===== config.mk =====
export PLATFORM = sky130hd
export DESIGN_NAME = rbf_div
export DESIGN_NICKNAME = d
export VERILOG_FILES = /design/src/rtl/core/rgb_bilateral_filter_defines.svh /design/src/rtl/core/rbf_pkg.sv /design/src/rtl/core/rbf_div.sv
export SDC_FILE = /design/constraint.sdc
export NUM_CORES = 1
export LEC_CHECK = 0
export BUFFER_PORTS_ARGS = -buffer_cell sky130_fd_sc_hd__buf_2
export CAP_MARGIN = 20
export CORE_MARGIN = 2
export CORE_UTILIZATION = 40
export CTS_BUF_LIST = sky130_fd_sc_hd__clkbuf_8
export DETAILED_ROUTE_END_ITERATION = 6
export PLACE_DENSITY_LB_ADDON = 0.1
export SLEW_MARGIN = 5
export SYNTH_ARGS = -nofsm -noshare
export SYNTH_HDL_FRONTEND = slang
export SYNTH_SLANG_ARGS = --single-unit
export TNS_END_PERCENT = 20

===== constraint.sdc =====
create_clock -name clk -period 3.61 [get_ports clk]
set_clock_uncertainty 0.05 [all_clocks]
set_input_delay 0 -clock clk [delete_from_list [all_inputs] [get_ports clk]]
set_output_delay 0 -clock clk [all_outputs]
set_load 0.03 [all_outputs]

===== src/rtl/core/rgb_bilateral_filter_defines.svh =====
// ---------------------------------------------------------------------------
// Assertion macros for the RGB bilateral filter
// Shared helpers for concurrent checks, clocked on clk and held off in reset.
// ---------------------------------------------------------------------------
`ifndef RGB_BILATERAL_FILTER_DEFINES_SVH
`define RGB_BILATERAL_FILTER_DEFINES_SVH

// Same-cycle implication.
`define RBF_ASSERT_IMPL(lbl, ante, cons) \
  lbl: assert property (@(posedge clk) disable iff (!rst_n) (ante) |-> (cons)) \
    else $error("rgb_bilateral_filter: assertion failed");

// Next-cycle implication.
`define RBF_ASSERT_NEXT(lbl, ante, cons) \
  lbl: assert property (@(posedge clk) disable iff (!rst_n) (ante) |=> (cons)) \
    else $error("rgb_bilateral_filter: assertion failed");

`endif


===== src/rtl/core/rbf_pkg.sv =====
// ---------------------------------------------------------------------------
// rbf_pkg
// Types and constants shared by the bilateral filter modules.
// ---------------------------------------------------------------------------
`timescale 1ns / 1ps
`default_nettype none

package rbf_pkg;

  // Image geometry: the coordinate fields are 7 bits wide.
  localparam int MAX_WIDTH            = 128;
  localparam int MAX_HEIGHT           = 128;
  localparam int DEF_MAX_RADIUS       = 8;
  localparam int RANGE_TABLE_SIZE     = 256;
  localparam int WEIGHT_FRACTION_BITS = 15;

  localparam int COORD_W  = 7;
  localparam int SAMPLE_W = 8;
  localparam int WEIGHT_W = 16;
  localparam int PIX_W    = 3 * SAMPLE_W;
  localparam int FRAME_AW = 2 * COORD_W;
  localparam int RANGE_AW = 8;
  localparam int WT_W     = WEIGHT_W + 1;

  localparam logic [SAMPLE_W-1:0] SAMPLE_MAX = 8'd255;

  // Operation codes of an input word.
  typedef enum logic [1:0] {
    OP_LOAD_PIXEL   = 2'd0,
    OP_LOAD_RANGE   = 2'd1,
    OP_LOAD_SPATIAL = 2'd2,
    OP_FILTER       = 2'd3
  } op_t;

  // Configuration register indexes.
  localparam logic [1:0] CFG_IMAGE_WIDTH   = 2'd0;
  localparam logic [1:0] CFG_IMAGE_HEIGHT  = 2'd1;
  localparam logic [1:0] CFG_FILTER_RADIUS = 2'd2;

  typedef struct packed {
    op_t                 operation;
    logic [COORD_W-1:0]  x_coord;
    logic [COORD_W-1:0]  y_coord;
    logic [SAMPLE_W-1:0] red_in;
    logic [SAMPLE_W-1:0] green_in;
    logic [SAMPLE_W-1:0] blue_in;
    logic [RANGE_AW-1:0] table_index;
    logic [WEIGHT_W-1:0] weight_value;
  } rbf_in_t;

  typedef struct packed {
    logic [COORD_W-1:0]  out_x;
    logic [COORD_W-1:0]  out_y;
    logic [SAMPLE_W-1:0] out_red;
    logic [SAMPLE_W-1:0] out_green;
    logic [SAMPLE_W-1:0] out_blue;
  } rbf_out_t;

  // Control of the shared multiply-accumulate unit.
  typedef struct packed {
    logic       clear;
    logic       mul_weight;
    logic       mul_sample;
    logic       accumulate;
    logic [1:0] ch;
  } mac_ctrl_t;

endpackage

`default_nettype wire


===== src/rtl/core/rbf_div.sv =====
// ---------------------------------------------------------------------------
// rbf_div
// Restoring divider, one quotient bit per cycle, result clamped to 255.
// ---------------------------------------------------------------------------
`timescale 1ns / 1ps
`default_nettype none

module rbf_div
  import rbf_pkg::*;
#(
  parameter int N = 33,
  parameter int D = 25
) (
  input  wire logic                clk,
  input  wire logic                rst_n,
  input  wire logic                start,
  input  wire logic [N-1:0]        dividend,
  input  wire logic [D-1:0]        divisor,
  output logic                     done,
  output logic      [SAMPLE_W-1:0] quot
);

  localparam int CNT_W = $clog2(N + 1);

  logic [N-1:0]     dq_r;
  logic [D-1:0]     div_r;
  logic [D-1:0]     rem_r;
  logic [CNT_W-1:0] cnt_r;
  logic             busy_r;
  logic             done_r;
  logic             zero_r;
  logic [D:0]       rem_sh;
  logic [D:0]       rem_sub;
  logic             ge;

  // One restoring step.
  assign rem_sh  = {rem_r, dq_r[N-1]};
  assign ge      = rem_sh >= {1'b0, div_r};
  assign rem_sub = rem_sh - {1'b0, div_r};

  // Control: a run ends with a done pulse.
  always_ff @(posedge clk) begin
    if (!rst_n) begin
      busy_r <= 1'b0;
      done_r <= 1'b0;
      cnt_r  <= '0;
    end else begin
      done_r <= 1'b0;
      if (start) begin
        busy_r <= 1'b1;
        cnt_r  <= '0;
      end else if (busy_r) begin
        if (cnt_r == CNT_W'(N - 1)) begin
          busy_r <= 1'b0;
          done_r <= 1'b1;
        end
        cnt_r <= cnt_r + 1'b1;
      end
    end
  end

  // Datapath: the dividend register fills with quotient bits.
  always_ff @(posedge clk) begin
    if (start) begin
      dq_r   <= dividend;
      div_r  <= divisor;
      rem_r  <= '0;
      zero_r <= (divisor == '0);
    end else if (busy_r) begin
      dq_r  <= {dq_r[N-2:0], ge};
      rem_r <= ge ? rem_sub[D-1:0] : rem_sh[D-1:0];
    end
  end

  assign done = done_r;

  // A zero weight sum gives zero; large quotients saturate.
  always_comb begin
    if (zero_r) begin
      quot = '0;
    end else if (|dq_r[N-1:SAMPLE_W]) begin
      quot = SAMPLE_MAX;
    end else begin
      quot = dq_r[SAMPLE_W-1:0];
    end
  end

endmodule

`default_nettype wire


==> summary.md, run 1 <==
| Metric | Value |
|---|---|
| Status | finished clean |
| Syn. warnings | 0 |
| Worst path bufs/invs | 3 |
| P per Cell Area | 425 nW/um^2 |
| Seq cells post-synth | 92 |
| DRT Wirelength | 12,600 um |
| Worst setup path category | register to register |
| Diode count | 0 |
| Setup crit start kind | register |
| Final std cells w/o fill | 814 |
| Critical path endpoint | rem_r[3] |
| Cell Area, Synth | 5230 um^2 |
| Ys flop type | edfxtp_1 |
| Multi-input logic area | 2570 um^2 |
| Layout cell share with drive strength beyond 1 | 21.8% |
| CTS H-Tree Depth | 3 |
| Largest net degree at the start of global routing | 66 |
| Number of max-cap violations | 0 |
| Placed cells | 738 |
| Port Buffers | 69 |
| Skew-Pair Late Insertion Delay | 0.38 ns |
| Number of distinct library cells after synthesis | 64 |
| Top-count cell post-synth | edfxtp_1 |
| Final nets | 726 |
| Max frequency | 323 MHz |
| Root Buffer | clkbuf_8 |
| Finished Cell Area | 6590 um^2 |
| Worst path slowest cell | o311ai_4 |
| Max Slew Vio Count | 0 |
| Mapped Cells | 508 |
| Max Fanout on Critical Path | 12 |
| Levels on crit path | 13 |
| Rel. slew slack | 45.9% |
| Drt pass-1 iters | 5 |
| Sum of negative setup slack | 0 ns |
| Iter 0 DRT Violations | 219 |
| Hold Path Class | input pin to register |
| Worst reg2reg endpoint | rem_r[3] |
| Lkg Pwr | 2.67 nW |
| Unrepaired setup endpoints after global routing | no |
| Std cell rows | 41 |
| Vias in the first global route | 4,229 |
| Synth top area share | 33.9% |
| Post-synthesis sequential area ratio | 46.5% |
| Crit path cell chain | inv_1 > ha_1 > inv_1 > fa_1 > a211oi_1 > o31ai_2 > nand2_2 > o311ai_4 > o21ai_4 > nand2_1 > buf_4 > nand2_1 > a311oi_1 |
| Data arrival time of the critical path | 3.32 ns |
| Fill cell count | 1,160 |
| Total GRT Usage | 18.7% |
| First-pass GRT wire length | 20,900 um |
| Post-synth top area cell | edfxtp_1 |
| Crit path max-delay family | compound AO/OA/AOI/OAI gates |
| TritonCTS clock tree | built |
| Initial antenna violation count | 0 |
| VDD IR max | 230 uV |
| Total Power | 2.81 mW |
| Tmin final | 3.09 ns |
| Worst path max stage delay | 0.41 ns |
| GP Congestion | 0.837 |
| TritonCTS Buffers | 9 |
| Antenna-violating nets left | 0 |
| Final Cycle Share | 85.7% |
| Commonest cells post-synth | edfxtp_1 (59), nand2_1 (51), nor2_1 (49) |
| Vias per inst | 5.23 |
| Syn-to-layout area delta | 26.0% |
| Reg clk slew, reported paths | 0.09 ns |
| Initial Utilization | 41.3% |
| Fraction of registers with async set or reset after synthesis | 0% |
| Reg area | 2430 um^2 |
| Die area | 14,000 um^2 |
| Mapped Avg Cell Area | 10.3 um^2 |
| Maximum root-to-sink buffer count | 2 |
| Syn nets | 597 |
| R2R Setup Slk | 0.52 ns |
| Post-CTS sizing | 0 |
| Residual overflow from global routing | 0 |
| CP Data Required Time | 3.84 ns |
| Sink Count | 92 |
| Critical path startpoint | dq_r[32] |
| Num ports | 70 |
| # setup viols final | 0 |
| Via count | 4,256 |
| Residual DRC | 0 |
| Dpl cell area | 5780 um^2 |
| Post-CTS setup buffers | 0 |
| Reg2Reg Launch Point | dq_r[32] |
| Cells on worst reg2reg path | 13 |
| Core Box Area | 12,700 um^2 |
| Ranking of synthesized cells by area | edfxtp_1 (34%), dfxtp_1 (13%), mux2_2 (7.3%) |
| Post-synth EDFFs | 59 |
| Crit. End Element | register |
| Worst-Margin Slew | 0.812 ns |
| Routed wire per std cell | 15.4 um |
| Worst Hold Margin | 0.305 ns |
| Die X-Extent | 118 um |
| CTS Hold Buffers Added | 60 |
| Die height | 118 um |
| Hold path depth | 2 |
| Detailed Place HPWL | 8930 um |
| Final hold violations | 0 |
## cells by family after synthesis
logic type,Yosys count,share of synthesized area [%]
AO/OA/AOI/OAI,111,16.2
multiplexers,37,7.99
AND/OR/NAND/NOR,160,14.3
buffers and inverters,57,4.38
flip-flops,92,46.5
XOR/XNOR,23,3.85
adder cells (fa/ha/maj),28,6.84
## layout make-up
cell class	count	share of cell area [%]
clock inverter	7	1.40
tap	172	3.26
sequential	92	36.9
timing repair buffer	139	15.5
multi-input combinational	359	39.0
clock buffer	9	1.88
inverter	36	2.05
## per-stage QoR
| step | setup slack, ns | util (%) |
|---|---|---|
| after global routing | 0.229 | 52.0 |
| after detailed placement | 0.526 | 45.6 |
| final | 0.517 | 52.0 |
| after floorplan | 0.795 | - |
| after global placement | 0.631 | 45.6 |
| after CTS | 0.476 | 52.0 |
## sequential cells by signal (all words and copies together) (netlist names)
name    cells
busy_r      1
cnt_r       6
div_r      25
done        1
dq_r       33
rem_r      25
zero_r      1
## worst min-delay path by stage
stage                      from  slack, ns         to
global placement    divisor[21]       0.14  div_r[21]
floorplan            divisor[0]       0.05   div_r[0]
finish              divisor[22]       0.30  div_r[22]
detailed placement  divisor[21]       0.14  div_r[21]
CTS                  divisor[8]       0.27   div_r[8]
global route        divisor[18]       0.29  div_r[18]
## where the power goes
group	total, mW	leakage [nW]	internal [mW]	switching, mW
Sequential	1.29	0.857	1.23	0.0603
Clock	0.779	0.118	0.392	0.388
Combinational	0.738	1.70	0.332	0.406
Total	2.81	2.67	1.95	0.854
## layer usage
metal | GRT usage, % | up-vias | wire (um)
met4 | 7.66 | 0 | 125
met5 | 0 | - | 0
met1 | 26.7 | 2019 | 6090
li1 | - | 2143 | -
met3 | 3.04 | 8 | 605
met2 | 28.3 | 86 | 5740
## placed cells by master (no fill, tap or decap), types with 3 or more instances in the layout
master and count:
clkbuf_8 9, inv_1 36, a311oi_1 15, edfxtp_1 59, a21oi_1 27, xor2_1 9
buf_4 11, a21o_1 9, o21ai_0 14, o211ai_1 3, dlygate4sd3_1 60, xnor2_1 14
mux2_2 34, or3_1 3, a32oi_1 3, o21a_1 3, a31oi_1 3, nor2b_1 3
nor4_1 11, a221oi_1 3, nand4_1 8, nand2b_1 5, dfxtp_1 33, nand3_1 4
ha_1 27, nor2_1 49, o21bai_1 3, nand4b_1 3, nor3_1 14, buf_2 68
a211oi_1 4, nand2_1 51
(Power assumes the default switching activity.)
==> inputs of run 2 (changes only) <==
==> constraint.sdc (replaced) <==
create_clock -name clk -period 3.61 [get_ports clk]
set_clock_uncertainty 0.05 [all_clocks]
set_input_delay 0.361 -clock clk [delete_from_list [all_inputs] [get_ports clk]]
set_output_delay 0.361 -clock clk [all_outputs]
set_load 0.03 [all_outputs]
==> summary.md, run 2 (synthesis gave the netlist of run 1 again) <==
| Metric | Value |
|---|---|
| Worst Hold Margin | 0.127 ns |
| Worst-Margin Slew | 0.887 ns |
| Initial antenna violation count | 0 |
| Post-CTS sizing | 0 |
| Std cell rows | 41 |
| R2R Setup Slk | 0.48 ns |
| Total GRT Usage | 17.9% |
| Sink Count | 92 |
| Residual DRC | 0 |
| Max Fanout on Critical Path | 8 |
| Antenna-violating nets left | 0 |
| Die height | 118 um |
| TritonCTS clock tree | built |
| Most common cell after layout, fill and taps aside | buf_2 |
| Sum of negative setup slack | 0 ns |
| Biggest regs | dq_r: 33 flops, div_r: 25 flops, rem_r: 25 flops |
| P per Cell Area | 435 nW/um^2 |
| Total Power | 2.58 mW |
| Number of max-cap violations | 0 |
| Reg clk slew, reported paths | 0.10 ns |
| Most frequent cells in the layout | buf_2 (68), edfxtp_1 (59), nand2_1 (51), nor2_1 (49), inv_1 (36) |
| Syn-to-layout area delta | 13.3% |
| Hold Path Class | input pin to register |
| Tmin final | 3.13 ns |
| Lkg Pwr | 2.39 nW |
| Num ports | 70 |
| Final nets | 665 |
| Post-CTS setup buffers | 0 |
| Via count | 4,036 |
| Final Cycle Share | 86.8% |
| Final hold violations | 0 |
| Status | finished clean |
| Iter 0 DRT Violations | 223 |
| Max reg flops | 33 |
| Routed wire per std cell | 16.0 um |
| Port Buffers | 69 |
| Residual overflow from global routing | 0 |
| Detailed Place HPWL | 8890 um |
| Post-layout util | 46.8% |
| Root Buffer | clkbuf_8 |
| First-pass GRT wire length | 20,100 um |
| Data arrival time of the critical path | 3.37 ns |
| Die X-Extent | 118 um |
| Maximum root-to-sink buffer count | 2 |
| Max frequency | 319 MHz |
| Skew-Pair Late Insertion Delay | 0.37 ns |
| Unrepaired setup endpoints after global routing | no |
| Fill cell count | 1,231 |
| Vias in the first global route | 3,964 |
| Top reg by flops | dq_r |
| Finished Cell Area | 5930 um^2 |
| TritonCTS Buffers | 9 |
| CTS Hold Buffers Added | 0 |
| Setup crit start kind | register |
| Crit. End Element | register |
| Drt pass-1 iters | 4 |
| Dpl cell area | 5770 um^2 |
| Core Box Area | 12,700 um^2 |
| Largest net degree at the start of global routing | 34 |
| CTS H-Tree Depth | 3 |
| Die area | 14,000 um^2 |
| Max Slew Vio Count | 0 |
| Initial Utilization | 41.3% |
| Diode count | 0 |
| CP Data Required Time | 3.85 ns |
| # setup viols final | 0 |
| Vias per inst | 5.36 |
| VDD IR max | 358 uV |
| GP Congestion | 0.866 |
| Layout cell share with drive strength beyond 1 | 23.4% |
| Rel. slew slack | 40.5% |
| Worst setup path category | register to register |
| DRT Wirelength | 12,000 um |
-- run 2: changes by cell type in the layout (fill, tap and decap cells not counted) --
cell,change
inv_8,-1
clkinvlp_4,+1
clkinv_1,+3
clkinv_2,-1
buf_4,-1
dlygate4sd3_1,-60
bufinv_16,-2
-- run 2: stage by stage --
step,cells,setup slack (ns)
detailed placement,737,0.519
floorplan,508,0.795
finish,753,0.476
global placement,737,0.587
CTS,753,0.484
global route,753,0.224
-- run 2: routing by layer --
| metal | global-route usage, % | part of all wire [%] |
|---|---|---|
| met1 | 26.3 | 50 |
| met2 | 26.7 | 43 |
| met3 | 3.52 | 4.4 |
| met4 | 5.51 | 1.7 |
| met5 | 0 | 0 |
-- run 2: worst max-delay path: stages, from the launching register on --
cell       delay [ns]
edfxtp_1         0.42
inv_1            0.08
ha_1             0.16
inv_1            0.05
fa_1             0.41
a211oi_1         0.34
o31ai_2          0.14
nand2_2          0.15
o311ai_4         0.15
o21ai_4          0.28
nand2_1          0.10
buf_4            0.22
mux2i_1          0.16
a2111oi_4        0.34
-- run 2: layout make-up --
class / instances / area [um^2] / area share [%]
sequential: 92 / 2430 / 41.0
multi-input combinational: 359 / 2570 / 43.4
inverter: 36 / 135 / 2.28
clock buffer: 9 / 124 / 2.09
clock inverter: 7 / 35.0 / 0.591
timing repair buffer: 78 / 415 / 7.01
tap: 172 / 215 / 3.63
-- run 2: report_power, final --
| group | internal [mW] | leakage (nW) | switching [mW] | total (mW) |
|---|---|---|---|---|
| sequential | 1.23 | 0.857 | 0.0568 | 1.28 |
| combinational | 0.285 | 1.44 | 0.397 | 0.682 |
| clock | 0.241 | 0.0847 | 0.375 | 0.616 |
-- run 2: worst paths after layout --
| kind | from | endpoint | cells after the start |
|---|---|---|---|
| max | dq_r[32] | rem_r[21] | 13 |
| min | divisor[15] | div_r[15] | 1 |
| max reg2reg | dq_r[32] | rem_r[21] | 13 |
| min reg2reg | cnt_r[5] | done | 2 |
==> inputs of run 3 (changes only) <==
CTS_BUF_LIST = sky130_fd_sc_hd__clkbuf_4   (was sky130_fd_sc_hd__clkbuf_8)
==> summary.md, run 3 (synthesis gave the netlist of run 1 again) <==
| Metric | Value |
|---|---|
| Skew-Pair Late Insertion Delay | 0.45 ns |
| Biggest regs | dq_r: 33 flops, div_r: 25 flops, rem_r: 25 flops |
| Worst path max stage delay | 0.44 ns |
| Diode count | 0 |
| Port Buffers | 69 |
| Drt pass-1 iters | 5 |
| Hold Path Class | input pin to register |
| Most frequent cells in the layout | buf_2 (68), edfxtp_1 (59), nand2_1 (51), nor2_1 (49) |
| Clock share of power | 20.5% |
| Initial Utilization | 41.3% |
| TritonCTS Buffers | 9 |
| Final std cells w/o fill | 754 |
| Syn-to-layout area delta | 12.6% |
| Worst-Margin Slew | 0.868 ns |
| Reg2Reg Launch Point | dq_r[32] |
| CP Data Required Time | 3.94 ns |
| Flop pwr share | 51.9% |
| TritonCTS clock tree | built |
| First-pass GRT wire length | 20,000 um |
| Crit path cell chain | inv_1 > ha_1 > inv_1 > fa_1 > a211oi_1 > o31ai_2 > nand2_2 > o311ai_4 > o21ai_4 > nand2_1 > buf_4 > mux2i_1 > a2111oi_4 |
| Num ports | 70 |
| Setup crit start kind | register |
| Data arrival time of the critical path | 3.46 ns |
| VDD IR max | 205 uV |
| Layout cell share with drive strength beyond 1 | 23.7% |
| Initial antenna violation count | 0 |
| Core Box Area | 12,700 um^2 |
| Root Buffer | clkbuf_4 |
| Max Fanout on Critical Path | 8 |
| Residual DRC | 0 |
| Die height | 118 um |
| Std cell rows | 41 |
| Max frequency | 320 MHz |
| Rel. slew slack | 41.8% |
| Largest net degree at the start of global routing | 34 |
| Internal Power | 1.67 mW |
| Top cell by count, worst path | inv_1 |
| Worst path slowest cell | edfxtp_1 |
| Total GRT Usage | 17.8% |
| Post-layout util | 46.5% |
| Psw | 0.806 mW |
| Sink Count | 92 |
| P per Cell Area | 420 nW/um^2 |
| Max reg flops | 33 |
| DRT Wirelength | 11,900 um |
| Post-CTS sizing | 0 |
| Lkg Pwr | 2.37 nW |
| Crit path max-delay family | compound AO/OA/AOI/OAI gates |
| Most common cell after layout, fill and taps aside | buf_2 |
| Detailed Place HPWL | 8890 um |
| Worst min-delay path startpoint | divisor[1] |
| Status | finished clean |
| Maximum root-to-sink buffer count | 2 |
| Top reg by flops | dq_r |
| Sum of negative setup slack | 0 ns |
| Die X-Extent | 118 um |
| Logic pwr share | 27.6% |
| Vias in the first global route | 3,970 |
| Reg clk slew, reported paths | 0.15 ns |
| Residual overflow from global routing | 0 |
| Die area | 14,000 um^2 |
| Final Cycle Share | 86.7% |
| Placed cells | 737 |
| Critical path startpoint | dq_r[32] |
| Worst setup path category | register to register |
| Tmin final | 3.13 ns |
| Worst path bufs/invs | 3 |
| Final hold violations | 0 |
| CTS H-Tree Depth | 3 |
| Unrepaired setup endpoints after global routing | no |
| Final nets | 666 |
| # setup viols final | 0 |
| Max Slew Vio Count | 0 |
| Number of max-cap violations | 0 |
| Iter 0 DRT Violations | 210 |
| GP Congestion | 0.866 |
| Switching Fraction | 32.6% |
| Crit. End Element | register |
| Antenna-violating nets left | 0 |
| Vias per inst | 5.34 |
| Routed wire per std cell | 15.8 um |
| Via count | 4,029 |
## run 3: path summary, 6_finish.rpt
kind                    end  slack [ns]  depth (start not counted)
setup reg to reg  rem_r[21]        0.48                         13
hold reg to reg   rem_r[10]        0.44                          2
setup / recovery  rem_r[21]        0.48                         13
hold / removal     div_r[1]        0.05                          1
## run 3: stage by stage
step	hold slack (ns)	instance area [um^2]	worst slack [ns]	total power, mW
final	0.0512	5890	0.480	2.47
after global routing	0.00901	5890	0.216	2.64
after CTS	0.00435	5890	0.477	2.50
after detailed placement	0.427	5770	0.519	1.98
after global placement	0.421	5770	0.587	1.98
after floorplan	0.393	5230	0.795	1.80
## run 3: timing repair
item | CTS | global route
endpoints found under the hold margin | 1 | 0
hold buffers | 1 | 0
buffers inserted | 0 | 0
## run 3: layer usage
metal | vias up | track usage (%) | share of wire [%]
met5 | - | 0 | 0
met4 | 0 | 5.43 | 1.2
met3 | 12 | 3.57 | 4.4
met2 | 99 | 26.6 | 44
met1 | 1896 | 26.0 | 50
li1 | 2022 | - | -
## run 3: area by class of cell
cell class	count	area (um^2)
multi-input cells	359	2570
well taps	172	215
inverters	36	135
repair buffers	79	425
clock buffers	11	82.6
fillers	1238	6780
flip-flops and latches	92	2430
clock inverters	5	27.5
## run 3: power by group through the flow
| stage | registers (mW) | clock network [mW] | logic [mW] |
|---|---|---|---|
| global placement | 1.31 | 0 | 0.677 |
| CTS | 1.28 | 0.538 | 0.682 |
| detailed placement | 1.31 | 0 | 0.676 |
| finish | 1.28 | 0.507 | 0.681 |
| global route | 1.30 | 0.575 | 0.762 |
| floorplan | 1.29 | 0 | 0.508 |
